==> src/rtl/attc_pkg.sv <==
// Shared types, codes and tables of the ANSI text terminal controller.
package attc_pkg;

   // stream bytes
   localparam logic [7:0] ESC_CODE    = 8'h1B;
   localparam logic [7:0] LBR_CODE    = 8'h5B;
   localparam logic [7:0] SEMI_CODE   = 8'h3B;
   localparam logic [7:0] DIGIT0_CODE = 8'h30;
   localparam logic [7:0] DIGIT9_CODE = 8'h39;
   localparam logic [7:0] SGR_FINAL   = 8'h6D;
   localparam logic [7:0] ED_FINAL    = 8'h4A;
   localparam logic [7:0] CUP_FINAL   = 8'h48;
   localparam logic [7:0] LF_CODE     = 8'h0A;
   localparam logic [7:0] CR_CODE     = 8'h0D;
   localparam logic [7:0] TAB_CODE    = 8'h09;
   localparam logic [7:0] BS_CODE     = 8'h08;

   localparam logic [8:0] TAB_STEP = 9'd4;
   localparam logic [8:0] TAB_MASK = 9'h1FC;

   // SGR codes
   localparam logic [31:0] SGR_RESET          = 32'd0;
   localparam logic [31:0] SGR_BOLD           = 32'd1;
   localparam logic [31:0] SGR_NORMAL         = 32'd22;
   localparam logic [31:0] SGR_FG_FIRST       = 32'd30;
   localparam logic [31:0] SGR_FG_LAST        = 32'd37;
   localparam logic [31:0] SGR_FG_DEFAULT     = 32'd39;
   localparam logic [31:0] SGR_BG_FIRST       = 32'd40;
   localparam logic [31:0] SGR_BG_LAST        = 32'd47;
   localparam logic [31:0] SGR_BG_DEFAULT     = 32'd49;
   localparam logic [31:0] SGR_FG_BRIGHT_FIRST = 32'd90;
   localparam logic [31:0] SGR_FG_BRIGHT_LAST  = 32'd97;
   localparam logic [31:0] SGR_BG_BRIGHT_FIRST = 32'd100;
   localparam logic [31:0] SGR_BG_BRIGHT_LAST  = 32'd107;

   // erase-display arguments that clear
   localparam logic [31:0] ED_TO_END = 32'd0;
   localparam logic [31:0] ED_ALL    = 32'd2;

   // register indexes
   localparam logic CSR_TEXT_COLUMNS = 1'b0;
   localparam logic CSR_TEXT_ROWS    = 1'b1;

   localparam logic [7:0] COLS_RESET = 8'd80;
   localparam logic [6:0] ROWS_RESET = 7'd25;
   localparam logic [3:0] FORE_RESET = 4'd7;
   localparam logic [3:0] BACK_RESET = 4'd0;

   localparam logic [3:0] BASE_MAP [8] = '{4'd0, 4'd4, 4'd2, 4'd6, 4'd1, 4'd5, 4'd3, 4'd7};
   localparam logic [3:0] BRIGHT_MAP [8] =
      '{4'd8, 4'd12, 4'd10, 4'd14, 4'd9, 4'd13, 4'd11, 4'd15};

   typedef enum logic [1:0] {
      CMD_DRAW   = 2'd0,
      CMD_ERASE  = 2'd1,
      CMD_CLEAR  = 2'd2,
      CMD_SCROLL = 2'd3
   } rsp_cmd_type;

   typedef enum logic [1:0] {PH_NORMAL, PH_ESCAPE, PH_BRACKET, PH_PARAM} phase_type;

   typedef enum logic [1:0] {RD_LAST, RD_ZERO, RD_ONE, RD_NEXT} rd_sel_type;
   typedef enum logic [2:0] {CUR_HOLD, CUR_CLAMP, CUR_TEXT, CUR_HOME, CUR_ROW, CUR_COL}
      cur_op_type;
   typedef enum logic [1:0] {CNT_HOLD, CNT_CLEAR, CNT_FIRST, CNT_INC} cnt_op_type;
   typedef enum logic [1:0] {WR_NONE, WR_DIGIT, WR_ZERO_FIRST, WR_ZERO_NEXT} wr_op_type;
   typedef enum logic [1:0] {SGR_NONE, SGR_DEFAULT, SGR_APPLY} sgr_op_type;
   typedef enum logic [1:0] {OUT_NONE, OUT_FIRST, OUT_SCROLL, OUT_CLEAR} out_op_type;

   typedef struct packed {
      logic       byte_load;
      logic       rd_en;
      rd_sel_type rd_sel;
      cur_op_type cur_op;
      cnt_op_type cnt_op;
      wr_op_type  wr_op;
      sgr_op_type sgr_op;
      out_op_type out_op;
   } dp_cmd_type;

   typedef struct packed {
      logic is_esc;
      logic is_lbr;
      logic is_digit;
      logic is_semi;
      logic is_sgr;
      logic is_ed;
      logic is_cup;
      logic count_zero;
      logic count_below_max;
      logic sgr_last;
      logic erase_ok;
      logic first_pend;
      logic scroll_pend;
      logic out_free;
   } dp_status_type;

   typedef struct packed {
      logic       bold;
      logic [3:0] fore;
      logic [3:0] back;
   } attr_type;

   function automatic attr_type sgr_apply(input logic [31:0] code, input attr_type cur);
      attr_type    nxt;
      logic [31:0] off;
      nxt = cur;
      off = 32'd0;
      if (code == SGR_RESET) begin
         nxt.bold = 1'b0;
         nxt.fore = FORE_RESET;
         nxt.back = BACK_RESET;
      end else if (code == SGR_BOLD) begin
         nxt.bold = 1'b1;
      end else if (code == SGR_NORMAL) begin
         nxt.bold = 1'b0;
      end else if (code inside {[SGR_FG_FIRST:SGR_FG_LAST]}) begin
         off = code - SGR_FG_FIRST;
         nxt.fore = cur.bold ? BRIGHT_MAP[off[2:0]] : BASE_MAP[off[2:0]];
      end else if (code == SGR_FG_DEFAULT) begin
         nxt.fore = FORE_RESET;
      end else if (code inside {[SGR_BG_FIRST:SGR_BG_LAST]}) begin
         off = code - SGR_BG_FIRST;
         nxt.back = BASE_MAP[off[2:0]];
      end else if (code == SGR_BG_DEFAULT) begin
         nxt.back = BACK_RESET;
      end else if (code inside {[SGR_FG_BRIGHT_FIRST:SGR_FG_BRIGHT_LAST]}) begin
         off = code - SGR_FG_BRIGHT_FIRST;
         nxt.fore = BRIGHT_MAP[off[2:0]];
      end else if (code inside {[SGR_BG_BRIGHT_FIRST:SGR_BG_BRIGHT_LAST]}) begin
         off = code - SGR_BG_BRIGHT_FIRST;
         nxt.back = BRIGHT_MAP[off[2:0]];
      end
      return nxt;
   endfunction

endpackage

==> src/rtl/attc_ctrl.sv <==
// Sequencer of the terminal controller: escape parser phase and per-byte step control.
module attc_ctrl
   import attc_pkg::*;
(
   input  logic          clock,
   input  logic          reset,
   input  logic          req_valid,
   output logic          req_stall,
   input  dp_status_type status,
   output dp_cmd_type    cmd
);

   typedef enum logic [11:0] {
      ST_IDLE   = 12'b0000_0000_0001,
      ST_DECODE = 12'b0000_0000_0010,
      ST_DIGIT  = 12'b0000_0000_0100,
      ST_SEMI   = 12'b0000_0000_1000,
      ST_SGR    = 12'b0000_0001_0000,
      ST_ED_CHK = 12'b0000_0010_0000,
      ST_ED_OUT = 12'b0000_0100_0000,
      ST_H_ROW  = 12'b0000_1000_0000,
      ST_H_COL  = 12'b0001_0000_0000,
      ST_TEXT   = 12'b0010_0000_0000,
      ST_EMIT1  = 12'b0100_0000_0000,
      ST_EMIT2  = 12'b1000_0000_0000
   } state_type;

   state_type state_ff, state_in;
   phase_type phase_ff, phase_in;

   assign req_stall = (state_ff != ST_IDLE);

   always_comb begin
      state_in = state_ff;
      phase_in = phase_ff;
      cmd      = '0;
      case (state_ff)
         ST_IDLE: begin
            if (req_valid) begin
               cmd.byte_load = 1'b1;
               state_in      = ST_DECODE;
            end
         end
         ST_DECODE: begin
            cmd.cur_op = CUR_CLAMP;
            state_in   = ST_IDLE;
            case (phase_ff)
               PH_NORMAL: begin
                  if (status.is_esc) phase_in = PH_ESCAPE;
                  else state_in = ST_TEXT;
               end
               PH_ESCAPE: begin
                  if (status.is_lbr) begin
                     phase_in   = PH_BRACKET;
                     cmd.cnt_op = CNT_CLEAR;
                  end else begin
                     phase_in = PH_NORMAL;
                     state_in = ST_TEXT;
                  end
               end
               default: begin
                  if (status.is_digit) begin
                     phase_in   = PH_PARAM;
                     cmd.rd_en  = 1'b1;
                     cmd.rd_sel = RD_LAST;
                     cmd.cnt_op = CNT_FIRST;
                     state_in   = ST_DIGIT;
                  end else if (status.is_semi) begin
                     if (status.count_below_max) begin
                        if (status.count_zero) begin
                           // open the first parameter, the second follows next cycle
                           cmd.wr_op  = WR_ZERO_FIRST;
                           cmd.cnt_op = CNT_FIRST;
                           state_in   = ST_SEMI;
                        end else begin
                           cmd.wr_op  = WR_ZERO_NEXT;
                           cmd.cnt_op = CNT_INC;
                        end
                     end
                  end else if (status.is_sgr) begin
                     phase_in = PH_NORMAL;
                     if (status.count_zero) begin
                        cmd.sgr_op = SGR_DEFAULT;
                     end else begin
                        cmd.rd_en  = 1'b1;
                        cmd.rd_sel = RD_ZERO;
                        state_in   = ST_SGR;
                     end
                  end else if (status.is_ed) begin
                     phase_in   = PH_NORMAL;
                     cmd.rd_en  = 1'b1;
                     cmd.rd_sel = RD_ZERO;
                     state_in   = ST_ED_CHK;
                  end else if (status.is_cup) begin
                     phase_in   = PH_NORMAL;
                     cmd.rd_en  = 1'b1;
                     cmd.rd_sel = RD_ZERO;
                     state_in   = ST_H_ROW;
                  end else begin
                     // unknown final: drop sequence, byte goes out as text
                     phase_in   = PH_NORMAL;
                     cmd.cnt_op = CNT_CLEAR;
                     state_in   = ST_TEXT;
                  end
               end
            endcase
         end
         ST_DIGIT: begin
            cmd.wr_op = WR_DIGIT;
            state_in  = ST_IDLE;
         end
         ST_SEMI: begin
            cmd.wr_op  = WR_ZERO_NEXT;
            cmd.cnt_op = CNT_INC;
            state_in   = ST_IDLE;
         end
         ST_SGR: begin
            cmd.sgr_op = SGR_APPLY;
            if (status.sgr_last) begin
               cmd.cnt_op = CNT_CLEAR;
               state_in   = ST_IDLE;
            end else begin
               cmd.rd_en  = 1'b1;
               cmd.rd_sel = RD_NEXT;
            end
         end
         ST_ED_CHK: begin
            cmd.cnt_op = CNT_CLEAR;
            state_in   = status.erase_ok ? ST_ED_OUT : ST_IDLE;
         end
         ST_ED_OUT: begin
            if (status.out_free) begin
               cmd.out_op = OUT_CLEAR;
               cmd.cur_op = CUR_HOME;
               state_in   = ST_IDLE;
            end
         end
         ST_H_ROW: begin
            cmd.cur_op = CUR_ROW;
            cmd.rd_en  = 1'b1;
            cmd.rd_sel = RD_ONE;
            state_in   = ST_H_COL;
         end
         ST_H_COL: begin
            cmd.cur_op = CUR_COL;
            cmd.cnt_op = CNT_CLEAR;
            state_in   = ST_IDLE;
         end
         ST_TEXT: begin
            cmd.cur_op = CUR_TEXT;
            state_in   = ST_EMIT1;
         end
         ST_EMIT1: begin
            if (!status.first_pend) begin
               state_in = ST_EMIT2;
            end else if (status.out_free) begin
               cmd.out_op = OUT_FIRST;
               state_in   = ST_EMIT2;
            end
         end
         ST_EMIT2: begin
            if (!status.scroll_pend) begin
               state_in = ST_IDLE;
            end else if (status.out_free) begin
               cmd.out_op = OUT_SCROLL;
               state_in   = ST_IDLE;
            end
         end
         default: begin
            state_in = ST_IDLE;
         end
      endcase
   end

   always_ff @(posedge clock) begin
      if (reset) begin
         state_ff <= ST_IDLE;
         phase_ff <= PH_NORMAL;
      end else begin
         state_ff <= state_in;
         phase_ff <= phase_in;
      end
   end

endmodule

==> src/rtl/attc_dp.sv <==
// Datapath of the terminal controller: screen size, parameter memory, attributes,
// cursor and the result register.
module attc_dp
   import attc_pkg::*;
#(
   parameter int MAX_PARAMS = 8,
   parameter int PARAM_BITS = 16
) (
   input  logic          clock,
   input  logic          reset,
   input  logic          csr_write_enable,
   input  logic          csr_index,
   input  logic [7:0]    csr_write_data,
   input  logic [7:0]    req_char_byte,
   input  dp_cmd_type    cmd,
   output dp_status_type status,
   output logic          rsp_valid,
   input  logic          rsp_stall,
   output logic [1:0]    rsp_command,
   output logic [7:0]    rsp_cell_column,
   output logic [6:0]    rsp_cell_row,
   output logic [7:0]    rsp_glyph_code,
   output logic [3:0]    rsp_fore_index,
   output logic [3:0]    rsp_back_index,
   output logic          rsp_last_of_run
);

   localparam int CNT_W = $clog2(MAX_PARAMS + 1);
   localparam int IDX_W = $clog2(MAX_PARAMS);
   localparam logic [CNT_W-1:0] CNT_MAX = CNT_W'(MAX_PARAMS);

   logic [7:0]            cols_ff, cols_in;
   logic [6:0]            rows_ff, rows_in;
   logic [7:0]            byte_ff, byte_in;
   logic [CNT_W-1:0]      count_ff, count_in;
   logic [IDX_W-1:0]      idx_ff, idx_in;
   logic                  fresh_ff, fresh_in;
   logic [PARAM_BITS-1:0] rd_data_ff;
   logic [PARAM_BITS-1:0] param_store [MAX_PARAMS];
   attr_type              attr_ff, attr_in;
   logic [7:0]            col_ff, col_in;
   logic [6:0]            row_ff, row_in;
   logic                  first_pend_ff, first_pend_in;
   logic                  scroll_pend_ff, scroll_pend_in;
   rsp_cmd_type           pend_cmd_ff, pend_cmd_in;
   logic [7:0]            pend_col_ff, pend_col_in;
   logic [6:0]            pend_row_ff, pend_row_in;
   logic [7:0]            pend_glyph_ff, pend_glyph_in;
   logic                  rsp_valid_ff, rsp_valid_in;
   rsp_cmd_type           rsp_command_ff, rsp_command_in;
   logic [7:0]            rsp_col_ff, rsp_col_in;
   logic [6:0]            rsp_row_ff, rsp_row_in;
   logic [7:0]            rsp_glyph_ff, rsp_glyph_in;
   logic [3:0]            rsp_fore_ff, rsp_fore_in;
   logic [3:0]            rsp_back_ff, rsp_back_in;
   logic                  rsp_last_ff, rsp_last_in;

   logic [7:0]            cols_eff;
   logic [6:0]            rows_eff;
   logic                  count_zero;
   logic [CNT_W-1:0]      count_m1;
   logic [IDX_W-1:0]      idx_next;
   logic [IDX_W-1:0]      rd_addr;
   logic                  wr_en;
   logic [IDX_W-1:0]      wr_addr;
   logic [PARAM_BITS-1:0] wr_data;
   logic [PARAM_BITS-1:0] acc_old;
   logic [PARAM_BITS+3:0] acc_wide;
   logic [PARAM_BITS-1:0] acc_new;
   logic [31:0]           prm32;
   logic [31:0]           h_pos;
   logic [7:0]            h_col;
   logic [6:0]            h_row;
   logic [8:0]            t_col9;
   logic [7:0]            t_row8;
   logic                  t_first;
   rsp_cmd_type           t_cmd;
   logic [7:0]            t_cell_col;
   logic [7:0]            t_glyph;
   logic                  t_scroll;
   logic                  out_free;

   assign cols_eff   = (cols_ff == 8'd0) ? 8'd1 : cols_ff;
   assign rows_eff   = (rows_ff == 7'd0) ? 7'd1 : rows_ff;
   assign count_zero = (count_ff == '0);
   assign count_m1   = count_ff - CNT_W'(1);
   assign idx_next   = idx_ff + IDX_W'(1);
   assign prm32      = 32'(rd_data_ff);
   assign out_free   = !rsp_valid_ff || !rsp_stall;

   // parameter memory, one read port with registered data
   always_comb begin
      case (cmd.rd_sel)
         RD_LAST: rd_addr = count_zero ? '0 : count_m1[IDX_W-1:0];
         RD_ZERO: rd_addr = '0;
         RD_ONE:  rd_addr = IDX_W'(1);
         RD_NEXT: rd_addr = idx_next;
         default: rd_addr = '0;
      endcase
   end

   // decimal accumulate with saturation: v*10 + d
   assign acc_old  = fresh_ff ? '0 : rd_data_ff;
   assign acc_wide = ((PARAM_BITS+4)'(acc_old) << 3) + ((PARAM_BITS+4)'(acc_old) << 1)
                   + (PARAM_BITS+4)'(byte_ff[3:0]);
   assign acc_new  = (|acc_wide[PARAM_BITS+3:PARAM_BITS]) ? '1 : acc_wide[PARAM_BITS-1:0];

   always_comb begin
      wr_en   = (cmd.wr_op != WR_NONE);
      wr_addr = '0;
      wr_data = '0;
      case (cmd.wr_op)
         WR_DIGIT: begin
            wr_addr = count_m1[IDX_W-1:0];
            wr_data = acc_new;
         end
         WR_ZERO_FIRST: wr_addr = '0;
         WR_ZERO_NEXT:  wr_addr = count_ff[IDX_W-1:0];
         default:       wr_addr = '0;
      endcase
   end

   always_ff @(posedge clock) begin
      if (wr_en) param_store[wr_addr] <= wr_data;
      if (cmd.rd_en) rd_data_ff <= param_store[rd_addr];
   end

   // cursor placement, 1-based, clamped
   always_comb begin
      h_pos = 32'd0;
      if (cmd.cur_op == CUR_ROW) begin
         if (!count_zero && prm32 != 32'd0) h_pos = prm32 - 32'd1;
      end else begin
         if (count_ff > CNT_W'(1) && prm32 != 32'd0) h_pos = prm32 - 32'd1;
      end
      h_row = (h_pos < 32'(rows_eff)) ? h_pos[6:0] : rows_eff - 7'd1;
      h_col = (h_pos < 32'(cols_eff)) ? h_pos[7:0] : cols_eff - 8'd1;
   end

   // text step: move, wrap, scroll
   always_comb begin
      t_col9     = {1'b0, col_ff};
      t_row8     = {1'b0, row_ff};
      t_first    = 1'b0;
      t_cmd      = CMD_DRAW;
      t_cell_col = col_ff;
      t_glyph    = 8'd0;
      case (byte_ff)
         LF_CODE: begin
            t_col9 = 9'd0;
            t_row8 = t_row8 + 8'd1;
         end
         CR_CODE: t_col9 = 9'd0;
         TAB_CODE: t_col9 = (t_col9 + TAB_STEP) & TAB_MASK;
         BS_CODE: begin
            if (col_ff != 8'd0) begin
               t_col9     = t_col9 - 9'd1;
               t_first    = 1'b1;
               t_cmd      = CMD_ERASE;
               t_cell_col = col_ff - 8'd1;
            end
         end
         default: begin
            t_first = 1'b1;
            t_glyph = byte_ff;
            t_col9  = t_col9 + 9'd1;
         end
      endcase
      if (t_col9 >= {1'b0, cols_eff}) begin
         t_col9 = 9'd0;
         t_row8 = t_row8 + 8'd1;
      end
      t_scroll = (t_row8 >= {1'b0, rows_eff});
      if (t_scroll) t_row8 = {1'b0, rows_eff - 7'd1};
   end

   always_comb begin
      cols_in        = cols_ff;
      rows_in        = rows_ff;
      byte_in        = cmd.byte_load ? req_char_byte : byte_ff;
      count_in       = count_ff;
      idx_in         = idx_ff;
      fresh_in       = fresh_ff;
      attr_in        = attr_ff;
      col_in         = col_ff;
      row_in         = row_ff;
      first_pend_in  = first_pend_ff;
      scroll_pend_in = scroll_pend_ff;
      pend_cmd_in    = pend_cmd_ff;
      pend_col_in    = pend_col_ff;
      pend_row_in    = pend_row_ff;
      pend_glyph_in  = pend_glyph_ff;

      if (csr_write_enable) begin
         case (csr_index)
            CSR_TEXT_COLUMNS: cols_in = csr_write_data;
            CSR_TEXT_ROWS:    rows_in = csr_write_data[6:0];
            default: ;
         endcase
      end

      case (cmd.cnt_op)
         CNT_CLEAR: count_in = '0;
         CNT_FIRST: if (count_zero) count_in = CNT_W'(1);
         CNT_INC:   count_in = count_ff + CNT_W'(1);
         default: ;
      endcase

      if (cmd.rd_en) begin
         case (cmd.rd_sel)
            RD_LAST: fresh_in = count_zero;
            RD_ZERO: idx_in = '0;
            RD_NEXT: idx_in = idx_next;
            default: ;
         endcase
      end

      case (cmd.sgr_op)
         SGR_DEFAULT: attr_in = sgr_apply(SGR_RESET, attr_ff);
         SGR_APPLY:   attr_in = sgr_apply(prm32, attr_ff);
         default: ;
      endcase

      case (cmd.cur_op)
         CUR_CLAMP: begin
            if (col_ff >= cols_eff) col_in = cols_eff - 8'd1;
            if (row_ff >= rows_eff) row_in = rows_eff - 7'd1;
         end
         CUR_TEXT: begin
            col_in         = t_col9[7:0];
            row_in         = t_row8[6:0];
            first_pend_in  = t_first;
            scroll_pend_in = t_scroll;
            pend_cmd_in    = t_cmd;
            pend_col_in    = t_cell_col;
            pend_row_in    = row_ff;
            pend_glyph_in  = t_glyph;
         end
         CUR_HOME: begin
            col_in = 8'd0;
            row_in = 7'd0;
         end
         CUR_ROW: row_in = h_row;
         CUR_COL: col_in = h_col;
         default: ;
      endcase
   end

   // result register
   always_comb begin
      rsp_valid_in   = rsp_valid_ff && rsp_stall;
      rsp_command_in = rsp_command_ff;
      rsp_col_in     = rsp_col_ff;
      rsp_row_in     = rsp_row_ff;
      rsp_glyph_in   = rsp_glyph_ff;
      rsp_fore_in    = rsp_fore_ff;
      rsp_back_in    = rsp_back_ff;
      rsp_last_in    = rsp_last_ff;
      if (cmd.out_op != OUT_NONE) begin
         rsp_valid_in = 1'b1;
         rsp_fore_in  = attr_ff.fore;
         rsp_back_in  = attr_ff.back;
         rsp_col_in   = 8'd0;
         rsp_row_in   = 7'd0;
         rsp_glyph_in = 8'd0;
         rsp_last_in  = 1'b1;
      end
      case (cmd.out_op)
         OUT_FIRST: begin
            rsp_command_in = pend_cmd_ff;
            rsp_col_in     = pend_col_ff;
            rsp_row_in     = pend_row_ff;
            rsp_glyph_in   = pend_glyph_ff;
            rsp_last_in    = !scroll_pend_ff;
         end
         OUT_SCROLL: rsp_command_in = CMD_SCROLL;
         OUT_CLEAR:  rsp_command_in = CMD_CLEAR;
         default: ;
      endcase
   end

   always_ff @(posedge clock) begin
      if (reset) begin
         cols_ff        <= COLS_RESET;
         rows_ff        <= ROWS_RESET;
         count_ff       <= '0;
         idx_ff         <= '0;
         fresh_ff       <= 1'b0;
         attr_ff        <= '{bold: 1'b0, fore: FORE_RESET, back: BACK_RESET};
         col_ff         <= 8'd0;
         row_ff         <= 7'd0;
         first_pend_ff  <= 1'b0;
         scroll_pend_ff <= 1'b0;
         rsp_valid_ff   <= 1'b0;
      end else begin
         cols_ff        <= cols_in;
         rows_ff        <= rows_in;
         count_ff       <= count_in;
         idx_ff         <= idx_in;
         fresh_ff       <= fresh_in;
         attr_ff        <= attr_in;
         col_ff         <= col_in;
         row_ff         <= row_in;
         first_pend_ff  <= first_pend_in;
         scroll_pend_ff <= scroll_pend_in;
         rsp_valid_ff   <= rsp_valid_in;
      end
   end

   always_ff @(posedge clock) begin
      byte_ff        <= byte_in;
      pend_cmd_ff    <= pend_cmd_in;
      pend_col_ff    <= pend_col_in;
      pend_row_ff    <= pend_row_in;
      pend_glyph_ff  <= pend_glyph_in;
      rsp_command_ff <= rsp_command_in;
      rsp_col_ff     <= rsp_col_in;
      rsp_row_ff     <= rsp_row_in;
      rsp_glyph_ff   <= rsp_glyph_in;
      rsp_fore_ff    <= rsp_fore_in;
      rsp_back_ff    <= rsp_back_in;
      rsp_last_ff    <= rsp_last_in;
   end

   assign status.is_esc          = (byte_ff == ESC_CODE);
   assign status.is_lbr          = (byte_ff == LBR_CODE);
   assign status.is_digit        = byte_ff inside {[DIGIT0_CODE:DIGIT9_CODE]};
   assign status.is_semi         = (byte_ff == SEMI_CODE);
   assign status.is_sgr          = (byte_ff == SGR_FINAL);
   assign status.is_ed           = (byte_ff == ED_FINAL);
   assign status.is_cup          = (byte_ff == CUP_FINAL);
   assign status.count_zero      = count_zero;
   assign status.count_below_max = (count_ff < CNT_MAX);
   assign status.sgr_last        = ((CNT_W'(idx_ff) + CNT_W'(1)) == count_ff);
   assign status.erase_ok        = count_zero ? 1'b1 : (prm32 == ED_TO_END || prm32 == ED_ALL);
   assign status.first_pend      = first_pend_ff;
   assign status.scroll_pend     = scroll_pend_ff;
   assign status.out_free        = out_free;

   assign rsp_valid       = rsp_valid_ff;
   assign rsp_command     = rsp_command_ff;
   assign rsp_cell_column = rsp_col_ff;
   assign rsp_cell_row    = rsp_row_ff;
   assign rsp_glyph_code  = rsp_glyph_ff;
   assign rsp_fore_index  = rsp_fore_ff;
   assign rsp_back_index  = rsp_back_ff;
   assign rsp_last_of_run = rsp_last_ff;

`ifndef NO_ASSERTIONS
   a_count_range: assert property (@(posedge clock) disable iff (reset)
      count_ff <= CNT_MAX)
      else $error("parameter count beyond limit");

   a_load_free: assert property (@(posedge clock) disable iff (reset)
      (cmd.out_op != OUT_NONE) |-> (!rsp_valid_ff || !rsp_stall))
      else $error("result register overwritten while held");

   a_text_cursor: assert property (@(posedge clock) disable iff (reset)
      (cmd.cur_op == CUR_TEXT) |=> (col_ff < $past(cols_eff)) && (row_ff < $past(rows_eff)))
      else $error("cursor left the screen after a text step");

   a_scroll_last: assert property (@(posedge clock) disable iff (reset)
      (rsp_valid_ff && rsp_command_ff == CMD_SCROLL) |-> rsp_last_ff)
      else $error("scroll is not the final command of its byte");
`endif

endmodule

==> src/rtl/ansi_text_terminal_controller_core.sv <==
// Top level of the ANSI text terminal controller: sequencer plus datapath.
//
// Takes one byte per transaction and returns rendering commands (draw, erase,
// clear, scroll) with VGA palette indices. A byte is taken only while the
// sequencer is idle, so a new byte waits until the previous one is finished.
// Digits are decoded and then accumulated into the parameter memory. SGR walks
// its stored parameters one entry a cycle, since the parameter memory has one
// read port; H sets the row and then the column, and J checks its argument
// and then gives the clear command. Text bytes and J wait while the result
// side stalls. A byte gives at most two commands, the final one flagged with
// last_of_run. A single output register holds the command waiting to be taken.
module ansi_text_terminal_controller_core
   import attc_pkg::*;
#(
   parameter int MAX_PARAMS = 8,
   parameter int PARAM_BITS = 16
) (
   input  logic       clock,
   input  logic       reset,
   input  logic       csr_write_enable,
   input  logic       csr_index,
   input  logic [7:0] csr_write_data,
   input  logic       req_valid,
   output logic       req_stall,
   input  logic [7:0] req_char_byte,
   output logic       rsp_valid,
   input  logic       rsp_stall,
   output logic [1:0] rsp_command,
   output logic [7:0] rsp_cell_column,
   output logic [6:0] rsp_cell_row,
   output logic [7:0] rsp_glyph_code,
   output logic [3:0] rsp_fore_index,
   output logic [3:0] rsp_back_index,
   output logic       rsp_last_of_run
);

   dp_cmd_type    dp_cmd;
   dp_status_type dp_status;

   attc_ctrl u_ctrl (
      .clock     (clock),
      .reset     (reset),
      .req_valid (req_valid),
      .req_stall (req_stall),
      .status    (dp_status),
      .cmd       (dp_cmd)
   );

   attc_dp #(
      .MAX_PARAMS (MAX_PARAMS),
      .PARAM_BITS (PARAM_BITS)
   ) u_dp (
      .clock            (clock),
      .reset            (reset),
      .csr_write_enable (csr_write_enable),
      .csr_index        (csr_index),
      .csr_write_data   (csr_write_data),
      .req_char_byte    (req_char_byte),
      .cmd              (dp_cmd),
      .status           (dp_status),
      .rsp_valid        (rsp_valid),
      .rsp_stall        (rsp_stall),
      .rsp_command      (rsp_command),
      .rsp_cell_column  (rsp_cell_column),
      .rsp_cell_row     (rsp_cell_row),
      .rsp_glyph_code   (rsp_glyph_code),
      .rsp_fore_index   (rsp_fore_index),
      .rsp_back_index   (rsp_back_index),
      .rsp_last_of_run  (rsp_last_of_run)
   );

endmodule

==> config.mk <==
export PLATFORM = sky130hd
export DESIGN_NAME = ansi_text_terminal_controller_core
export DESIGN_NICKNAME = d
export VERILOG_FILES = /design/src/rtl/attc_pkg.sv /design/src/rtl/attc_ctrl.sv /design/src/rtl/attc_dp.sv /design/src/rtl/ansi_text_terminal_controller_core.sv
export SDC_FILE = /design/constraint.sdc
export NUM_CORES = 1
export LEC_CHECK = 0
export BUFFER_PORTS_ARGS = -buffer_cell sky130_fd_sc_hd__buf_2
export CAP_MARGIN = 20
export CORE_UTILIZATION = 60
export DETAILED_ROUTE_END_ITERATION = 10
export PLACE_DENSITY = 0.75
export SYNTH_ARGS = -nofsm -noshare
export SYNTH_HDL_FRONTEND = slang
export SYNTH_SLANG_ARGS = --single-unit
==> constraint.sdc <==
create_clock -name clock -period 8.1 [get_ports clock]
set_input_delay 0.405 -clock clock [delete_from_list [all_inputs] [get_ports clock]]
set_output_delay 0.405 -clock clock [all_outputs]
set_load 0.1 [all_outputs]
# Yosys cells after proc, flatten, opt, wreduce, memory -nomap -nowiden

Memories as Yosys holds them, arrays and structs flattened. A register that Yosys moved wholly into a read port is not among the register bits.
Cells that the tools add are included.

Memories kept: 6
Word-level logic and storage cells: 327
Input bits: 22
Bits in registers: 131
Output and inout port bits: 36
Memory bits (read-only): 160
Bits in writable memories: 128

Add/sub/neg operators: 19
Magnitude comparators: 22
Reduce and logical (&&, ||, !) cells: 49
Bitwise logic cells: 5
Multiplexer cells: 133
Equality and inequality tests: 66

Memories:

| name             | words | width | rd ports | clocked after memory_dff | wr ports | RTL line        | text |
|---|---|---|---|---|---|---|---|
| u_dp.param_store | 8     | 16    | 1        | 1                        | 1        | attc_dp.sv:39   | `logic [PARAM_BITS-1:0] param_store [MAX_PARAMS];` |
| (no name shown)  | 8     | 4     | 1        | 0                        | 0        | attc_pkg.sv:132 | `nxt.back = BRIGHT_MAP[off[2:0]];` |
| (no name shown)  | 8     | 4     | 1        | 0                        | 0        | attc_pkg.sv:119 | `nxt.fore = cur.bold ? BRIGHT_MAP[off[2:0]] : BASE_MAP[off[2:0]];` |
| (no name shown)  | 8     | 4     | 1        | 0                        | 0        | attc_pkg.sv:119 |  |
| (no name shown)  | 8     | 4     | 1        | 0                        | 0        | attc_pkg.sv:124 | `nxt.back = BASE_MAP[off[2:0]];` |
| (no name shown)  | 8     | 4     | 1        | 0                        | 0        | attc_pkg.sv:129 | `nxt.fore = BRIGHT_MAP[off[2:0]];` |

Operator list:

| cell                | number |
|---|---|
| $mux 12             | 11 |
| $mux 4              | 27 |
| $pmux 12 s9         | 1 |
| $mux 8              | 13 |
| $mux 32             | 3 |
| $mux 7              | 7 |
| $mux 16             | 3 |
| $eq 16x6->1 const B | 2 |
| $eq 8x4->1 const B  | 4 |
| $eq 8x7->1 const B  | 4 |
| $ge 16x7->1 const B | 2 |
| $le 16x6->1 const B | 2 |
| $le 16x7->1 const B | 2 |
| $logic_not 32->1    | 1 |
| $lt 32x7->1         | 1 |
| $lt 32x8->1         | 1 |
| $mux 2              | 16 |
| $pmux 8 s4          | 1 |
| $reduce_bool 32->1  | 1 |
| $mux 10             | 3 |
| $mux 3              | 10 |
| $pmux 7 s4          | 1 |
| $pmux 9 s3          | 1 |
| $pmux 12 s2         | 1 |
| other kinds (90)    | 176 |

# Longest topological paths before layout

Depth in word-level cells: 15
Depth in mapped cells: 23
Depth with buffers taken out: 21

# Modules after synthesis

From an unflattened synthesis, not the netlist that was laid out.

Cells, all modules: 1,398
Area total of the unflattened synthesis: 15,479.8 um^2

By module, submodules not included:

| module    | sequential area each (um^2) | area an instance (um^2) | times used | cells each |
|---|---|---|---|---|
| attc_dp   | 7,307.0                     | 14,361.3                | 1          | 1,254 |
| attc_ctrl | 280.3                       | 1,118.6                 | 1          | 144 |

# Least setup slack after synthesis

OpenSTA, ideal clock, no wires.

Path type: register to register
From: register u_dp.byte_ff[2]
To: register u_dp.row_ff[0]
Setup time: 0.095 ns
Slack: 2.412 ns
Arrival: 5.593 ns
Stages on the path, launching flop included: 21
Required time: 8.005 ns
Buffers on the path: 2
Period minus slack after synthesis: 5.688 ns
Cell sequence: edfxtp_1 -> clkbuf_1 -> or3b_2 -> nor3_2 -> o21ai_0 -> inv_1 -> buf_2 -> nor2_1 -> o21a_1 -> ha_1 -> or3b_2 -> o2111ai_1 -> a31oi_1 -> o31ai_1 -> nor3_1 -> xnor2_1 -> ha_1 -> a221o_1 -> a211oi_2 -> mux2_2 -> o311ai_1

Word-level cells in the longest chain between the ends: 8
Elaborated cells between the ends (all ways): 13
Classes of those cells: add/sub (1); order compare (2); eq/ne (4); mux (5); reduce/logical (1)

Ends and longest elaborated chain:

| element                          | RTL line       | text |
|---|---|---|
| start: declaration               | attc_dp.sv:34  | `logic [7:0] byte_ff, byte_in;` |
| start signal: assignment         | attc_dp.sv:311 | `byte_ff <= byte_in;` |
| $eq 8x4->1                       | attc_dp.sv:148 | `case (byte_ff)` |
| $reduce_or 2->1 (no source line) | -              |  |
| $pmux 9 s3                       | attc_dp.sv:148 |  |
| $ge 9x8->1                       | attc_dp.sv:169 | `if (t_col9 >= {1'b0, cols_eff}) begin` |
| $mux 8 *                         | attc_dp.sv:169 |  |
| $ge 8x7->1                       | attc_dp.sv:173 | `t_scroll = (t_row8 >= {1'b0, rows_eff});` |
| $mux 7 *                         | attc_dp.sv:174 | `if (t_scroll) t_row8 = {1'b0, rows_eff - 7'd1};` |
| $pmux 7 s4 *                     | attc_dp.sv:224 | `case (cmd.cur_op)` |
| end signal: assignment           | attc_dp.sv:303 | `row_ff <= row_in;` |
| end: declaration                 | attc_dp.sv:42  | `logic [6:0] row_ff, row_in;` |

Every way passes the cells marked *; elsewhere a longest branch is shown, timed or not.
A chain may end at the register's enable or synchronous reset.

# Worst setup path in the final report

From: register u_dp.col_ff[4]
To: register u_dp.row_ff[0]

Word-level cells in the longest chain between the ends: 8
Elaborated cells between the ends (all ways): 11
Classes of those cells: add/sub (3); order compare (2); mux (5); reduce/logical (1)

Ends and longest elaborated chain:

| element                                                 | RTL line                       | text |
|---|---|---|
| start: declaration                                      | attc_dp.sv:41                  | `logic [7:0] col_ff, col_in;` |
| start signal: assignment                                | attc_dp.sv:302                 | `col_ff <= col_in;` |
| $sub 8x1->9 / $reduce_bool 8->1 (equally long branches) | attc_dp.sv:157, attc_dp.sv:156 |  |
| $mux 9                                                  | attc_dp.sv:156                 | `if (col_ff != 8'd0) begin` |
| $pmux 9 s3 *                                            | attc_dp.sv:148                 |  |
| $ge 9x8->1 *                                            | attc_dp.sv:169                 |  |
| $mux 8 *                                                | attc_dp.sv:169                 |  |
| $ge 8x7->1                                              | attc_dp.sv:173                 |  |
| $mux 7 *                                                | attc_dp.sv:174                 |  |
| $pmux 7 s4 *                                            | attc_dp.sv:224                 |  |

Marked as above.

==> impl_results.md <==
- H-Tree Depth: 1
- Number of antenna violations at the first check in global routing: 0
- Iteration-0 DRC Markers: 1197
- Power density of the placed cells: around 180 nW/um^2
- Type of destination of the critical path: flip-flop
- Pins over their slew limit: 0
- CTS Root Cell: sky130_fd_sc_hd__clkbuf_16
- Layout area overhead: 9.42%
- Count of antenna diodes in the layout: 0
- Slew @ Worst Pin: roughly 1.1 ns
- Syn_area_per_cell: around 10 um^2
- Seq cells post-synth: roughly 270
- Setup Viol. Count Final: 0
- Critical path required time: about 8.6 ns
- Fmax: approximately 0.15 GHz
- Nets: roughly 1.7k
- Setup Total Neg Slack: 0 ns
- Die Outline Area: roughly 28000 um^2
- Net count of the mapped netlist: 1703
- Via total after detailed routing: about 13k
- Maximum number of pins on one net before global-route repair: 51
- Synthesized instance count: 1582
- Cells taking the most area after synthesis: sky130_fd_sc_hd__edfxtp_1, sky130_fd_sc_hd__dfxtp_1, sky130_fd_sc_hd__ha_1
- Final weighted congestion in routability-driven placement: 0.910
- TritonRoute pass-1 iters: 8
- Global route overflow: 0
- Total power of the final layout: approximately 0.0032 W
- CP max FO: 14
- Height of the die: 167 um
- Post-synth EDFFs: 210
- Class of the most critical hold timing path: in2reg
- Area of the mapped netlist: roughly 16000 um^2
- Overall Global Routing Usage: about a third
- CTS Buffer Depth: 3
- Clock tree from TritonCTS: yes
- Final period utilization: ~81%
- Setup repair after global routing missed its margin: no
- Number of placement rows: approximately 60
- Placeable core region: approximately 26000 um^2
- Global-route wire length before repair: between 60000 and 70000 um
- Clock sink count: 274
- Relative max-transition margin: between 20% and 30%
- Leakage power of the design: approximately 6.6 nW
- Sequential area share after synthesis: a little under half
- Routed Antenna Nets: 0
- Port Buf Inserts: 57
- IO Pins: between 50 and 60
- Die W: around 170 um
- Post-DP HPWL: roughly 32000 um
- Worst clock skew on the final layout: 0.0190 ns
- Via count normalized by instance count: between 6 and 7
- WS Path Type: reg2reg
- Top_reg_cell synth: sky130_fd_sc_hd__edfxtp_1
- Result of the run: completed
- Unique cell type count in the Yosys netlist: roughly 90
- Worst Setup Slack, final: around 1.5 ns
- Fraction of layout instances using a drive strength above 1: 10.3%
- Wire per inst: roughly 23 um
- Cell accounting for the most synthesized area: sky130_fd_sc_hd__edfxtp_1
- Clk Latency, worst-skew pair: 0.58 ns
- TritonCTS Buffers: 29
- Final count of hold timing violations: 0
- Data arrival, critical path: approximately 7.1 ns
- Via count of the first global-routing pass: approximately 12k
- Register clock-pin slew on the reported worst setup and hold paths: roughly 0.070 ns
- Worst-case setup slack after placement: about 1.6 ns
- Detailed Route WL: around 45000 um
- Period minus WS final: 6.58 ns
- Peak supply drop: ~0.23 mV
- Final routed DRC violation total: 0
- Max cap viols: 0
- Starting density of the core: 61.8%
- Async SR Flop Fraction: 0%
- CP Launch Type: flip-flop
- Count of cells resized by post-cts repair: 0
- Share of Yosys cell area claimed by the top area cell type: roughly 39%
- Yosys synthesis warning count: 0
Yosys cell counts, types with 9 or more instances:
| library cell | n |
|---|---|
| sky130_fd_sc_hd__a21oi_1 | 71 |
| sky130_fd_sc_hd__clkbuf_1 | 65 |
| sky130_fd_sc_hd__a211oi_1 | 14 |
| sky130_fd_sc_hd__nand3_1 | 56 |
| sky130_fd_sc_hd__o31ai_1 | 13 |
| sky130_fd_sc_hd__nor3_1 | 35 |
| sky130_fd_sc_hd__edfxtp_1 | 210 |
| sky130_fd_sc_hd__and2_1 | 38 |
| sky130_fd_sc_hd__o32ai_1 | 16 |
| sky130_fd_sc_hd__inv_1 | 54 |
| sky130_fd_sc_hd__xor2_1 | 15 |
| sky130_fd_sc_hd__o21ai_0 | 64 |
| sky130_fd_sc_hd__nand2_1 | 108 |
| sky130_fd_sc_hd__ha_1 | 97 |
| sky130_fd_sc_hd__nand2b_1 | 13 |
| sky130_fd_sc_hd__a21boi_0 | 19 |
| sky130_fd_sc_hd__o2111a_1 | 16 |
| sky130_fd_sc_hd__o21a_1 | 27 |
| sky130_fd_sc_hd__buf_2 | 15 |
| sky130_fd_sc_hd__a31oi_1 | 30 |
| sky130_fd_sc_hd__nor2_1 | 101 |
| sky130_fd_sc_hd__xnor2_1 | 36 |
| sky130_fd_sc_hd__and3_1 | 51 |
| sky130_fd_sc_hd__nor4_1 | 25 |
| sky130_fd_sc_hd__nor2b_1 | 36 |
| sky130_fd_sc_hd__dfxtp_1 | 64 |
| sky130_fd_sc_hd__a21o_1 | 9 |
| sky130_fd_sc_hd__o211ai_1 | 14 |
| sky130_fd_sc_hd__mux2i_1 | 50 |
| sky130_fd_sc_hd__nand4_1 | 22 |
| sky130_fd_sc_hd__a221oi_1 | 22 |
sequential cells by signal, indices dropped and copies added, names as in the netlist, 7 cells and up:
register / flops
u_ctrl.state_ff: 12
u_dp.attr_ff: 9
u_dp.byte_ff: 8
u_dp.col_ff: 8
u_dp.cols_ff: 8
u_dp.param_store: 128
u_dp.pend_col_ff: 8
u_dp.pend_glyph_ff: 8
u_dp.pend_row_ff: 7
u_dp.rd_data_ff: 16
u_dp.row_ff: 7
u_dp.rows_ff: 7
u_dp.rsp_cell_column: 8
u_dp.rsp_cell_row: 7
u_dp.rsp_glyph_code: 8
worst max-delay path, stage by stage, from the launching register on:
cell	delay (ns)
sky130_fd_sc_hd__dfxtp_1	0.45
sky130_fd_sc_hd__or4_1	0.72
sky130_fd_sc_hd__o21ai_0	0.59
sky130_fd_sc_hd__inv_1	0.39
sky130_fd_sc_hd__nor2_1	0.22
sky130_fd_sc_hd__o21a_1	0.15
sky130_fd_sc_hd__ha_1	0.22
sky130_fd_sc_hd__or3b_2	0.45
sky130_fd_sc_hd__o2111ai_1	0.17
sky130_fd_sc_hd__a31oi_1	0.28
sky130_fd_sc_hd__o31ai_1	0.57
sky130_fd_sc_hd__nor3_1	0.15
sky130_fd_sc_hd__xnor2_1	0.17
sky130_fd_sc_hd__ha_1	0.33
sky130_fd_sc_hd__a221o_1	0.42
sky130_fd_sc_hd__a211oi_2	0.57
sky130_fd_sc_hd__mux2_2	0.40
sky130_fd_sc_hd__o311ai_1	0.23
report_power, final:
group / total [W] / switching (W) / leakage (nW) / internal (W)
Clock: 0.00135 / 0.000589 / 0.462 / 0.000757
Sequential: 0.00156 / 0.0000383 / 2.41 / 0.00152
Combinational: 0.000299 / 0.000193 / 3.71 / 0.000106
Total: 0.00320 / 0.000820 / 6.58 / 0.00238
placed cells by master (no fill, tap or decap), types with 15 or more instances in the layout:
master                      instances
sky130_fd_sc_hd__a31oi_1           30
sky130_fd_sc_hd__ha_1              97
sky130_fd_sc_hd__clkbuf_16         29
sky130_fd_sc_hd__nand4_1           22
sky130_fd_sc_hd__edfxtp_1         210
sky130_fd_sc_hd__dfxtp_1           64
sky130_fd_sc_hd__xnor2_1           36
sky130_fd_sc_hd__and3_1            51
sky130_fd_sc_hd__nor2_1           100
sky130_fd_sc_hd__o32ai_1           16
sky130_fd_sc_hd__o21a_1            27
sky130_fd_sc_hd__and2_1            38
sky130_fd_sc_hd__a21oi_1           71
sky130_fd_sc_hd__nand2_1          107
sky130_fd_sc_hd__a221oi_1          22
sky130_fd_sc_hd__o2111a_1          16
sky130_fd_sc_hd__nor3_1            35
sky130_fd_sc_hd__mux2i_1           50
sky130_fd_sc_hd__buf_4             25
sky130_fd_sc_hd__nor2b_1           36
sky130_fd_sc_hd__buf_2             57
sky130_fd_sc_hd__o21ai_0           63
sky130_fd_sc_hd__xor2_1            15
sky130_fd_sc_hd__inv_1             54
sky130_fd_sc_hd__nor4_1            24
sky130_fd_sc_hd__nand3_1           56
sky130_fd_sc_hd__a21boi_0          19
kinds of logic (layout without fill, tap and decap cells):
kind of cell    Yosys count  in the layout  share of synthesized area [%]
simple gates            562            562                           18.7
compound gates          398            398                           17.3
flops                   274            274                           46.6
buf+inv                 144            194                           3.55
fa+ha+maj                99             99                           7.70
mux                      53             53                           3.28
xor+xnor                 52             52                           2.88
metal layers:
| layer | vias up | global-route usage, % | wire length, um |
|---|---|---|---|
| met1 | 6262 | 44.2 | 19300 |
| met2 | 553 | 54.8 | 21500 |
| met4 | 0 | 9.58 | 1260 |
| met5 | - | 0 | 0 |
| met3 | 103 | 3.35 | 3210 |
| li1 | 6122 | - | - |
area by class of cell:
| cell class | count | area, um^2 |
|---|---|---|
| Multi-Input combinational cell | 1164 | 8150 |
| Clock inverter | 25 | 235 |
| Tap cell | 335 | 419 |
| Inverter | 55 | 206 |
| Sequential cell | 274 | 7590 |
| Fill cell | 2056 | 8530 |
| Timing Repair Buffer | 85 | 503 |
| Clock buffer | 29 | 726 |
worst paths after layout:
path                                        from                      to  cells past startpoint  slack (ns)
worst max-delay path              u_dp.col_ff[4]          u_dp.row_ff[0]                     17        1.52
worst min-delay path            req_char_byte[4]         u_dp.byte_ff[4]                      1        0.03
worst max register to register    u_dp.col_ff[4]          u_dp.row_ff[0]                     17        1.52
worst min register to register   u_dp.attr_ff[2]  u_dp.rsp_back_index[2]                      0        0.43
metrics by stage:
step | utilization, % | hold slack, ns | std cells | instance area (um^2)
floorplan | - | 0.408 | 1582 | 16300
global placement | 63.9 | 0.419 | 1910 | 16800
detailed placement | 63.9 | 0.421 | 1910 | 16800
CTS | 67.6 | 0.00989 | 1967 | 17800
global route | 67.6 | 0.0110 | 1967 | 17800
finish | 67.6 | 0.0311 | 1967 | 17800
what timing repair did:
action | 4_1_cts | 5_1_grt
hold buffers | 3 | 0
endpoints found under the hold margin | 3 | 0
setup buffers | 0 | 0
(Power assumes the default switching activity.)
